==> config.mk <==
export PLATFORM = sky130hd
export DESIGN_NAME = qddp_ctrl
export DESIGN_NICKNAME = d
export VERILOG_FILES = /design/src/rtl/qddp_pkg.sv /design/src/rtl/qddp_ctrl.sv
export SDC_FILE = /design/constraint.sdc
export NUM_CORES = 1
export LEC_CHECK = 0
export ABC_AREA = 1
export ABC_CLOCK_PERIOD_IN_PS = 3300
export BUFFER_PORTS_ARGS = -buffer_cell sky130_fd_sc_hd__buf_2
export CAP_MARGIN = 20
export CORE_AREA = 10 10 47 49
export DETAILED_ROUTE_END_ITERATION = 16
export DIE_AREA = 0 0 57 59
export PLACE_DENSITY = 0.81
export SYNTH_ARGS = -nofsm -noshare
export SYNTH_HDL_FRONTEND = slang
export SYNTH_SLANG_ARGS = --single-unit
==> constraint.sdc <==
create_clock -name clk -period 3.3 [get_ports clk]
set_clock_uncertainty 0.15 [all_clocks]
set_input_delay 0.495 -clock clk [delete_from_list [all_inputs] [get_ports clk]]
set_output_delay 0.495 -clock clk [all_outputs]
set_load 0.1 [all_outputs]
==> src/rtl/qddp_pkg.sv <==
// shared types and constants of the decision-directed pll
// no dependencies
package qddp_pkg;

    localparam int CORDIC_STEPS = 16;
    localparam logic [16:0] ONE_OVER_K = 17'd39797;

    // configuration register indexes
    localparam int CFG_IDX_BITS = 2;
    localparam logic [CFG_IDX_BITS-1:0] REG_LOOP_GAIN   = 2'd0;
    localparam logic [CFG_IDX_BITS-1:0] REG_INTEG_COEFF = 2'd1;
    localparam logic [CFG_IDX_BITS-1:0] REG_VCO_COEFF   = 2'd2;

    // commands from controller to datapath
    typedef struct packed {
        logic       load_in;
        logic       rot_step;
        logic       vec_step;
        logic [3:0] step_idx;
        logic       round;
        logic       load_out;
        logic       decide;
        logic       vec_init;
        logic       err_mul;
        logic       fin;
        logic       int_mul;
        logic       integ;
        logic       drive;
        logic       vco_mul;
        logic       vco_add;
    } cmd_t;

    // arctangent of 2^-i, 2^32 is one turn
    function automatic logic signed [33:0] atan_angle(input logic [3:0] idx);
        logic signed [33:0] a;
        begin
            case (idx)
                4'd0:    a = 34'sd536870912;
                4'd1:    a = 34'sd316933406;
                4'd2:    a = 34'sd167458907;
                4'd3:    a = 34'sd85004756;
                4'd4:    a = 34'sd42667331;
                4'd5:    a = 34'sd21354465;
                4'd6:    a = 34'sd10679838;
                4'd7:    a = 34'sd5340245;
                4'd8:    a = 34'sd2670163;
                4'd9:    a = 34'sd1335087;
                4'd10:   a = 34'sd667544;
                4'd11:   a = 34'sd333772;
                4'd12:   a = 34'sd166886;
                4'd13:   a = 34'sd83443;
                4'd14:   a = 34'sd41722;
                4'd15:   a = 34'sd20861;
                default: a = 34'sd0;
            endcase
            return a;
        end
    endfunction

endpackage

==> src/rtl/qddp_ctrl.sv <==
// sequencing state machine of the decision-directed pll
// depends on qddp_pkg (cmd_t)
module qddp_ctrl (
    input  logic           clk,
    input  logic           rst_n,
    input  logic           in_valid,
    output logic           in_stall,
    output logic           out_valid,
    input  logic           out_stall,
    output qddp_pkg::cmd_t cmd
);

    localparam logic [3:0] S_IDLE  = 4'd0;
    localparam logic [3:0] S_ROT   = 4'd1;
    localparam logic [3:0] S_ROUND = 4'd2;
    localparam logic [3:0] S_OUT   = 4'd3;
    localparam logic [3:0] S_DEC   = 4'd4;
    localparam logic [3:0] S_VINIT = 4'd5;
    localparam logic [3:0] S_VEC   = 4'd6;
    localparam logic [3:0] S_EMUL  = 4'd7;
    localparam logic [3:0] S_FIN   = 4'd8;
    localparam logic [3:0] S_IMUL  = 4'd9;
    localparam logic [3:0] S_INTEG = 4'd10;
    localparam logic [3:0] S_DRIVE = 4'd11;
    localparam logic [3:0] S_VMUL  = 4'd12;
    localparam logic [3:0] S_VADD  = 4'd13;

    localparam logic [3:0] LAST_STEP = 4'(qddp_pkg::CORDIC_STEPS - 1);

    logic [3:0] state_reg, state_next;
    logic [3:0] cnt_reg, cnt_next;
    logic       out_valid_reg, out_valid_next;
    logic       out_free;

    assign out_free  = !out_valid_reg || !out_stall;
    assign in_stall  = (state_reg != S_IDLE);
    assign out_valid = out_valid_reg;

    always_comb
    begin
        state_next     = state_reg;
        cnt_next       = cnt_reg;
        out_valid_next = out_valid_reg && out_stall;
        cmd            = '0;
        cmd.step_idx   = cnt_reg;
        case (state_reg)
            S_IDLE:
            begin
                if (in_valid)
                begin
                    cmd.load_in = 1'b1;
                    cnt_next    = 4'd0;
                    state_next  = S_ROT;
                end
            end
            S_ROT:
            begin
                cmd.rot_step = 1'b1;
                cnt_next     = cnt_reg + 4'd1;
                if (cnt_reg == LAST_STEP)
                    state_next = S_ROUND;
            end
            S_ROUND:
            begin
                cmd.round  = 1'b1;
                state_next = S_OUT;
            end
            S_OUT:
            begin
                // wait for the output register to be free
                if (out_free)
                begin
                    cmd.load_out   = 1'b1;
                    out_valid_next = 1'b1;
                    state_next     = S_DEC;
                end
            end
            S_DEC:
            begin
                cmd.decide = 1'b1;
                state_next = S_VINIT;
            end
            S_VINIT:
            begin
                cmd.vec_init = 1'b1;
                cnt_next     = 4'd0;
                state_next   = S_VEC;
            end
            S_VEC:
            begin
                cmd.vec_step = 1'b1;
                cnt_next     = cnt_reg + 4'd1;
                if (cnt_reg == LAST_STEP)
                    state_next = S_EMUL;
            end
            S_EMUL:
            begin
                cmd.err_mul = 1'b1;
                state_next  = S_FIN;
            end
            S_FIN:
            begin
                cmd.fin    = 1'b1;
                state_next = S_IMUL;
            end
            S_IMUL:
            begin
                cmd.int_mul = 1'b1;
                state_next  = S_INTEG;
            end
            S_INTEG:
            begin
                cmd.integ  = 1'b1;
                state_next = S_DRIVE;
            end
            S_DRIVE:
            begin
                cmd.drive  = 1'b1;
                state_next = S_VMUL;
            end
            S_VMUL:
            begin
                cmd.vco_mul = 1'b1;
                state_next  = S_VADD;
            end
            S_VADD:
            begin
                cmd.vco_add = 1'b1;
                state_next  = S_IDLE;
            end
            default:
            begin
                state_next = S_IDLE;
            end
        endcase
    end

    always_ff @(posedge clk or negedge rst_n)
    begin
        if (!rst_n)
        begin
            state_reg     <= S_IDLE;
            cnt_reg       <= 4'd0;
            out_valid_reg <= 1'b0;
        end
        else
        begin
            state_reg     <= state_next;
            cnt_reg       <= cnt_next;
            out_valid_reg <= out_valid_next;
        end
    end

endmodule

---- Yosys cells after proc, flatten, opt, wreduce, memory -nomap -nowiden ----
Cells that the tools add are included.
storage, ports and cells
  register bits ........................... 9
  bits of input ports ..................... 4
  output and inout bits ................... 20
  logic and storage cells ................. 57
cells by class
  add/subtract/negate cells ............... 1
  eq/ne operators ......................... 18
  muxes and demuxes ....................... 25
  reduce and logical (&&, ||, !) cells .... 10
operators with widths
  cell                 count
  $pmux 4 s13          1
  $eq 4x4->1 const B   7
  $mux 4               5
  $mux 1               18
  $eq 4x3->1 const B   4
  $pmux 4 s3           1
  $eq 4x2->1 const B   2
  $ne 2x2->1 const B   4
  $add 4x1->4 const B  1
  $eq 4x1->1 const B   1
  $logic_not 4->1      1
  $reduce_and 4->1     1
  $reduce_bool 4->1    1
  $reduce_bool 3->1    1
  $logic_not 1->1      2
  $reduce_and 2->1     1
  $reduce_or 2->1      1
  $logic_and 1x1->1    1
  $logic_or 1x1->1     1

---- Logic depth before layout (Yosys ltp) ----
Gate-level depths: netlist of the first run.
  depth after elaboration ................. 4
  mapped depth ............................ 8
  mapped depth without buffers ............ 8

---- Worst setup path before layout of the first run ----
Ideal clock, no wire load.
  kind .................................... reg-to-output
  start ................................... register out_valid_reg, in the netlist out_valid
  end ..................................... output cmd[9] (netlist bit)
  data arrival time ....................... 2265 ps
  setup slack ............................. 390 ps
  cell stages (with the launch flop) ...... 4
  path buffers ............................ 0
  cells stage by stage .................... dfrtp_1 > nand2_1 > inv_1 > nor2_1
RTL lines
  element                 line              RTL
  from (decl)             qddp_ctrl.sv:32   logic out_valid_reg, out_valid_next;
  from (signal assigned)  qddp_ctrl.sv:150  out_valid_reg <= out_valid_next;
  to (decl)               qddp_ctrl.sv:10   output qddp_pkg::cmd_t cmd

==> flow_summary.ini, run 1 <==
[finish]
drive_gt1_share_pct = 29.6
layoutNonFillerInstCount = 141
final_common_cell = nand2_1
nFillCells = 140
fin_nets = 131
syn2layout_area_growth_pct = 27.2
final_cell_mix = nand2_1 (24), buf_2 (23), inv_1 (19), nor2_1 (14), nand3_1 (13)
antenna_cells = 0

[sta]
timing.final.crit_share_pct = 73.0
fin_crit_ps = 2410
max_slew.worst_pin.slew_ps = 495
slew-limit-headroom_pct = 67.2
rsz0062_at_grt = no
setup_slack_ps = 892
fmaxAchievable_ghz = 0.415
hold_viol = 0
setup_viol = 0
setup_tns_ps = 0
holdWs_ps = 328
drv_slew = 0

[routing]
viasPerCell = 4.72
drtIter0Drc = 24
drt-total-wl_mm = 1.59
vias = 666
antenna_left = 0
wl_per_cell_um = 11.3
drc_errors = 0
first_pass_iters = 4

[grt]
grt.overflow.total = 0
antenna_found_initial = 0
grt_pass1_wl_mm = 2.75
track_usage_pct = 10.1
first_global_vias = 638
grt_start_max_net_pins = 10

[logic_synthesis]
yosysSeqAreaShare_pct = 35.7
ys_warn_count = 0
synth.avg_cell_area_um2 = 6.50
ys_seq_elements = 9
syn-cell-area_um2 = 631
syn_inst = 97
synth_nets = 102
ys_types = 15

[setup_path]
crit_path_max_incr_delay_ps = 430
path_cells = nor2_2, inv_2, nor2_1, nand2_1, inv_1, buf_2
worstSetupPathType = reg2out
cp_num_buf_inv = 3
cpMaxStageDelayCell = dfrtp_1
endpoint_kind = output port
critPathTopFamily = buffers and inverters
path_max_fanout = 6
crit_arrival_ps = 1760
cp-start-kind = flip-flop
required_ps = 2650

[clocking]
ctsResizeCount = 0
post_cts_buffers = 0
ctsRootBufferMaster = clkbuf_4
clock_latency_ps = 260
cts_tree = yes
cts.sinks = 9
cts.clk_slew.worst_paths_ps = 60
cts_buffer_depth = 2
cts_made_buffers = 3
htreeDepth = 1

[placement]
place_ws_ps = 1170
post-dp-hpwl_mm = 1.35
place.gp.congestion = 0.869
portBuffers = 23
placed_cells = 136

[worst_hold_path]
min_path_type = in2reg

[floorplanning]
die_h_um = 59
die-area_um2 = 3360
num_rows = 14
io_pins = 24
fp.dieW_um = 57
start_util_pct = 45.0
core_area_um2 = 1400

[status]
outcome = finished, final reports clean

[flow_run]
maxCapViolations = 0
[synth_stat cells]
| master | number | area [um2] |
|---|---|---|
| nand3b_1 | 1 | 7.51 |
| nand3_1 | 13 | 65.1 |
| nor2_1 | 14 | 52.6 |
| nor2_4 | 1 | 11.3 |
| ha_1 | 1 | 12.5 |
| inv_2 | 1 | 3.75 |
| nand2_4 | 2 | 22.5 |
| nor2_2 | 3 | 18.8 |
| or2_2 | 1 | 6.26 |
| inv_1 | 19 | 71.3 |
| dfrtp_1 | 9 | 225 |
| o21ai_0 | 4 | 20.0 |
| nor3_1 | 1 | 5.00 |
| nand2_2 | 3 | 18.8 |
| nand2_1 | 24 | 90.1 |
[routing by layer]
| metal | global-route usage [%] | vias to the layer above | share of wire (%) |
|---|---|---|---|
| met5 | 0 | - | 0 |
| met4 | 5.03 | 0 | 1.4 |
| met3 | 4.51 | 4 | 9.4 |
| met2 | 16.3 | 25 | 46 |
| met1 | 10.9 | 286 | 43 |
| li1 | - | 351 | - |
[worst reg2reg max path, cell delays in order (launching register included)]
cell     delay [ps]
dfrtp_1         430
nor2_2          240
inv_2            70
nor2_1          140
nand2_1         140
nand3_1         110
nand2_1          50
[metrics by stage]
step	cell area, um2	util [%]
after CTS	802	57.2
after global placement	766	54.6
after floorplan	631	-
final	802	57.2
after global routing	802	57.2
after detailed placement	766	54.6
[timing repair]
| item | 4_1_cts | 5_1_grt |
|---|---|---|
| hold buffers | 1 | 0 |
| hold endpoints to repair | 9 | 0 |
| endpoints found under the setup margin | 0 | 0 |
[final timing paths]
kind	startpoint	end	slack (ps)	depth (start not counted)
worst max-delay path	state_reg[0]	cmd[17]	890	6
worst min-delay path	out_stall	out_valid	330	3
worst max register to register	state_reg[0]	cnt_reg[1]	1870	6
worst min register to register	out_valid	out_valid	360	2
max in group asynchronous	rst_n	state_reg[3]	2360	2
min in group asynchronous	rst_n	state_reg[1]	460	2
[final cells by class]
type                    instances  area (um2)  share of cell area [%]
inverters                      20        75.1                    9.36
well taps                      16        20.0                    2.50
flip-flops and latches          9         225                    28.1
clock buffers                   4        26.3                    3.28
repair buffers                 24         125                    15.6
multi-input cells              68         330                    41.2
[kinds of logic after synthesis]
logic type                 Yosys count  synth area share (%)
and+or+nand+nor                     63                  47.2
AOI/OAI and AO/OA                    4                  3.17
DFF                                  9                  35.7
buffers and inverters               20                  11.9
adders and majority gates            1                  1.98
Power of run 1 is left out: the tool's default activity adds up to more than one toggle a clock period on the data nets, which glitch-free logic cannot reach.
==> run 2: changes to the inputs <==
--- a/config.mk
+++ b/config.mk
@@ -6,13 +6,13 @@
 export NUM_CORES = 1
 export LEC_CHECK = 0
 export ABC_AREA = 1
-export ABC_CLOCK_PERIOD_IN_PS = 3300
+export ABC_CLOCK_PERIOD_IN_PS = 2060
 export BUFFER_PORTS_ARGS = -buffer_cell sky130_fd_sc_hd__buf_2
 export CAP_MARGIN = 20
-export CORE_AREA = 10 10 47 49
+export CORE_MARGIN = 10
+export CORE_UTILIZATION = 42
 export DETAILED_ROUTE_END_ITERATION = 16
-export DIE_AREA = 0 0 57 59
-export PLACE_DENSITY = 0.81
+export PLACE_DENSITY = 0.76
 export SYNTH_ARGS = -nofsm -noshare
 export SYNTH_HDL_FRONTEND = slang
 export SYNTH_SLANG_ARGS = --single-unit
==> constraint.sdc (replaced) <==
create_clock -name clk -period 2.06 [get_ports clk]
set_clock_uncertainty 0.15 [all_clocks]
set_input_delay 0.309 -clock clk [delete_from_list [all_inputs] [get_ports clk]]
set_output_delay 0.309 -clock clk [all_outputs]
set_load 0.1 [all_outputs]
==> run 2 against run 1 <==
  * Utilization rose by 13 points
  * Setup slack got worse by 800 ps
  * Final area rose by 18%
  * Worst hold slack got worse by 210 ps
  * Die area rose by 2.6%
  * Global-route usage rose by 0.72 points
  * First-iteration DRC count fell by 4.2%
  * Sequential share of layout area fell by 4.0 points
  * Via count rose by 5.0%
  * Critical path depth fell by 1
  * Wire length rose by 9.7%
  * Count of clock-buffer cells in the layout did not move
==> flow_summary.ini, run 2 (synthesis results as in run 1) <==
[setup_path]
endpoint_kind = output port
cpMaxStageDelayCell = dfrtp_1
path_max_fanout = 4
path_cells = inv_1, nor2_1, inv_1, nor2_1, buf_4
crit_path_max_incr_delay_ps = 400
required_ps = 1600
worstSetupPathType = reg2out
cp-start-kind = flip-flop
crit_arrival_ps = 1510

[grt]
grt_pass1_wl_mm = 3.05
antenna_found_initial = 0
track_usage_pct = 10.8
first_global_vias = 711
grt_start_max_net_pins = 10
grt.overflow.total = 0

[routing]
first_pass_iters = 4
antenna_left = 0
viasPerCell = 4.99
wl_per_cell_um = 12.5
drc_errors = 0
vias = 699
drt-total-wl_mm = 1.75
wl_met2_um = 880
wl_met3_um = 134
highest_layer = met4
met1Wirelength_um = 698
drtIter0Drc = 23

[clocking]
htreeDepth = 1
cts_made_buffers = 3
clock_latency_ps = 270
cts.clk_slew.worst_paths_ps = 60
ctsRootBufferMaster = clkbuf_4
cts.sinks = 9
cts_tree = yes
post_cts_buffers = 0
cts_buffer_depth = 2

[finish]
final_util_pct = 70.0
final_cell_mix = nand2_1 (23), inv_1 (19), nand3_1 (13), buf_2 (11), nor2_2 (9)
fin_nets = 131
syn2layout_area_growth_pct = 49.8
layoutNonFillerInstCount = 140
drive_gt1_share_pct = 38.4
antenna_cells = 0
final_common_cell = nand2_1

[sta]
fin_crit_ps = 1970
hold_viol = 0
timing.final.crit_share_pct = 95.6
drv_slew = 0
slew-limit-headroom_pct = 67.7
rsz0062_at_grt = no
fmaxAchievable_ghz = 0.508
holdWs_ps = 113
max_slew.worst_pin.slew_ps = 489
setup_viol = 0

[floorplanning]
core_area_um2 = 1350
die_h_um = 58.8
io_pins = 24
num_rows = 13
die-area_um2 = 3450
fp.dieW_um = 58.8
start_util_pct = 46.7

[status]
outcome = finished, final reports clean

[placement]
post-dp-hpwl_mm = 1.42
portBuffers = 23
placed_cells = 135
place.gp.congestion = 0.826

[flow_run]
maxCapViolations = 0

[worst_hold_path]
min_path_type = in2reg
-- run 2: changes by cell type in the layout (fill, tap and decap cells not counted), sizes merged --
| cell | change |
|---|---|
| buf | -2 |
| clkbuf | +2 |
-- run 2: path summary, 6_finish.rpt --
kind | depth (start not counted) | end | start | slack [ps]
min in group asynchronous | 2 | cnt_reg[0] | rst_n | 290
hold reg to reg | 2 | out_valid | out_valid | 350
max in group asynchronous | 2 | state_reg[0] | rst_n | 1270
hold / removal | 3 | out_valid | out_stall | 110
setup reg to reg | 7 | cnt_reg[3] | state_reg[2] | 580
setup / recovery | 5 | cmd[6] | state_reg[2] | 90
-- run 2: worst max-delay path: cells and delay by family (launching register included) --
| kind | cells | cell delay (ps) |
|---|---|---|
| simple gates | 2 | 310 |
| flops | 1 | 400 |
| buf+inv | 3 | 540 |
-- run 2: through the flow --
step / setup WS (ps) / area (um2) / TNS [ps]
finish: 90.5 / 945 / 0
global placement: 276 / 872 / 0
global route: 2.42 / 945 / 0
CTS: 10.4 / 908 / 0
floorplan: -382 / 648 / -977
detailed placement: 297 / 872 / 0
-- run 2: repair_timing --
action,in CTS,in global routing
setup endpoints to repair,0,9
resized for setup,0,17
hold endpoints to repair,9,0
hold buffers,1,0
-- run 2: cell type report --
class / count / area, um2
Fill cell: 116 / 405
Multi-Input combinational cell: 68 / 363
Timing Repair Buffer: 24 / 234
Sequential cell: 9 / 228
Inverter: 20 / 75.1
Clock buffer: 4 / 26.3
Tap cell: 15 / 18.8
-- run 2: per-layer routing --
metal / vias up / global-route usage (%)
li1: 349 / -
met1: 316 / 11.0
met2: 28 / 19.4
met3: 6 / 4.08
met4: 0 / 3.93
met5: - / 0
Power of run 2 is left out for the same reason.
==> run 3: changes to the inputs <==
--- a/config.mk
+++ b/config.mk
@@ -9,10 +9,12 @@
 export ABC_CLOCK_PERIOD_IN_PS = 2060
 export BUFFER_PORTS_ARGS = -buffer_cell sky130_fd_sc_hd__buf_2
 export CAP_MARGIN = 20
-export CORE_MARGIN = 10
-export CORE_UTILIZATION = 42
+export CELL_PAD_IN_SITES_DETAIL_PLACEMENT = 0
+export CELL_PAD_IN_SITES_GLOBAL_PLACEMENT = 1
+export CORE_ASPECT_RATIO = 0.8
+export CORE_UTILIZATION = 28
 export DETAILED_ROUTE_END_ITERATION = 16
-export PLACE_DENSITY = 0.76
+export PLACE_DENSITY = 0.75
 export SYNTH_ARGS = -nofsm -noshare
 export SYNTH_HDL_FRONTEND = slang
 export SYNTH_SLANG_ARGS = --single-unit
==> run 3 against run 2 <==
  * Critical path depth shrank 1
  * Fmax shrank 2.3%
  * Non-clock buffer count grew 2
  * Largest cell class unchanged
==> flow_summary.ini, run 3 (synthesis results as in run 1) <==
[grt]
first_global_vias = 528
antenna_found_initial = 0
grt_pass1_wl_mm = 2.39
track_usage_pct = 14.4
grt.overflow.total = 0
grt_start_max_net_pins = 10

[clocking]
ctsRootBufferMaster = clkbuf_4
cts.sinks = 9
cts_tree = yes
cts.clk_slew.worst_paths_ps = 60
cts_made_buffers = 3
cts_buffer_depth = 2
clock_latency_ps = 270
htreeDepth = 1

[sta]
holdWs_ps = 119
timing.final.crit_share_pct = 97.9
slew-limit-headroom_pct = 67.8
hold_viol = 0
fin_crit_ps = 2020
max_slew.worst_pin.slew_ps = 486
setup_tns_ps = 0
fmaxAchievable_ghz = 0.496
setup_viol = 0
rsz0062_at_grt = yes
drv_slew = 0

[placement]
place.gp.congestion = 0.844
portBuffers = 23
post-dp-hpwl_mm = 1.21

[status]
outcome = finished, final reports clean

[setup_path]
crit_path_max_incr_delay_ps = 430
critPathTopFamily = buffers and inverters
crit_arrival_ps = 1560
cp-start-kind = flip-flop
path_max_fanout = 4
startpoint = state_reg[2]
required_ps = 1600
endpoint_kind = output port
path_cells = inv_1, nand2_1, nor2_2, buf_2
reg2reg_from = state_reg[2]
worstSetupPathType = reg2out
cp_num_buf_inv = 2
cpMaxStageDelayCell = buf_2

[routing]
wl_per_cell_um = 10.3
viasPerCell = 4.49
first_pass_iters = 4
drc_errors = 0
antenna_left = 0
drt-total-wl_mm = 1.56
drtIter0Drc = 14
vias = 678

[flow_run]
maxCapViolations = 0

[worst_hold_path]
hold_start = out_stall
min_path_type = in2reg

[floorplanning]
die-area_um2 = 2450
start_util_pct = 31.6
io_pins = 24
num_rows = 14
die_h_um = 44.4
fp.dieW_um = 55.1
core_area_um2 = 2000

[finish]
syn2layout_area_growth_pct = 55.8
final_common_cell = nand2_1
nFillCells = 212
fin_nets = 133
final_cell_mix = nand2_1 (23), inv_1 (19), nand3_1 (13), buf_2 (11), nor2_2 (9)
final_util_pct = 49.2
antenna_cells = 0
drive_gt1_share_pct = 38.6
[run 3: cell types whose count changed in the layout (fill, tap and decap cells not counted), sizes merged]
cell	delta
buf	+2
[run 3: metrics by stage]
step                      cells  cell area (um2)  setup slack (ps)
final                       151              982              43.6
after global routing        151              982             -39.9
after CTS                   149              937            -0.844
after detailed placement    144              898               280
after global placement      144              898               264
after floorplan              97              648              -382
[run 3: per-layer routing]
layer | routed length [um] | part of all wire [%] | GRT usage (%) | up-vias
li1 | - | - | - | 353
met1 | 750 | 48 | 22.6 | 305
met3 | 81 | 5.2 | 5.15 | 4
met4 | 23 | 1.5 | 6.00 | 0
met5 | 0 | 0 | 0 | -
met2 | 705 | 45 | 16.9 | 16
[run 3: worst reg2reg max path: stages (launching register included)]
cell     delay (ps)
dfrtp_1         410
inv_1           100
nor2_1          200
inv_1           150
nor2_4          170
nor2_2           80
nand3_1          70
nand2_1          60
[run 3: cell type report]
class	count	area, um2	share of cell area, %
Multi-Input combinational cell	68	363	36.9
Timing Repair Buffer	26	262	26.6
Sequential cell	9	226	23.1
Inverter	20	75.1	7.64
Tap cell	24	30.0	3.06
Clock buffer	4	26.3	2.68
[run 3: what timing repair did]
action / in CTS / in global routing
hold buffers: 1 / 0
resized for setup: 1 / 12
setup endpoints to repair: 2 / 7
gates cloned: 0 / 0
endpoints found under the hold margin: 9 / 0
pin swaps: 0 / 1
buffers inserted: 0 / 2
[run 3: worst paths after layout]
check | endpoint | slack (ps) | depth (start not counted)
min in group asynchronous | cnt_reg[2] | 280 | 2
max in group asynchronous | state_reg[0] | 1270 | 2
hold / removal | out_valid | 120 | 3
hold reg to reg | out_valid | 350 | 2
setup reg to reg | cnt_reg[1] | 550 | 7
setup / recovery | cmd[5] | 40 | 4
Power of run 3 is left out for the same reason.
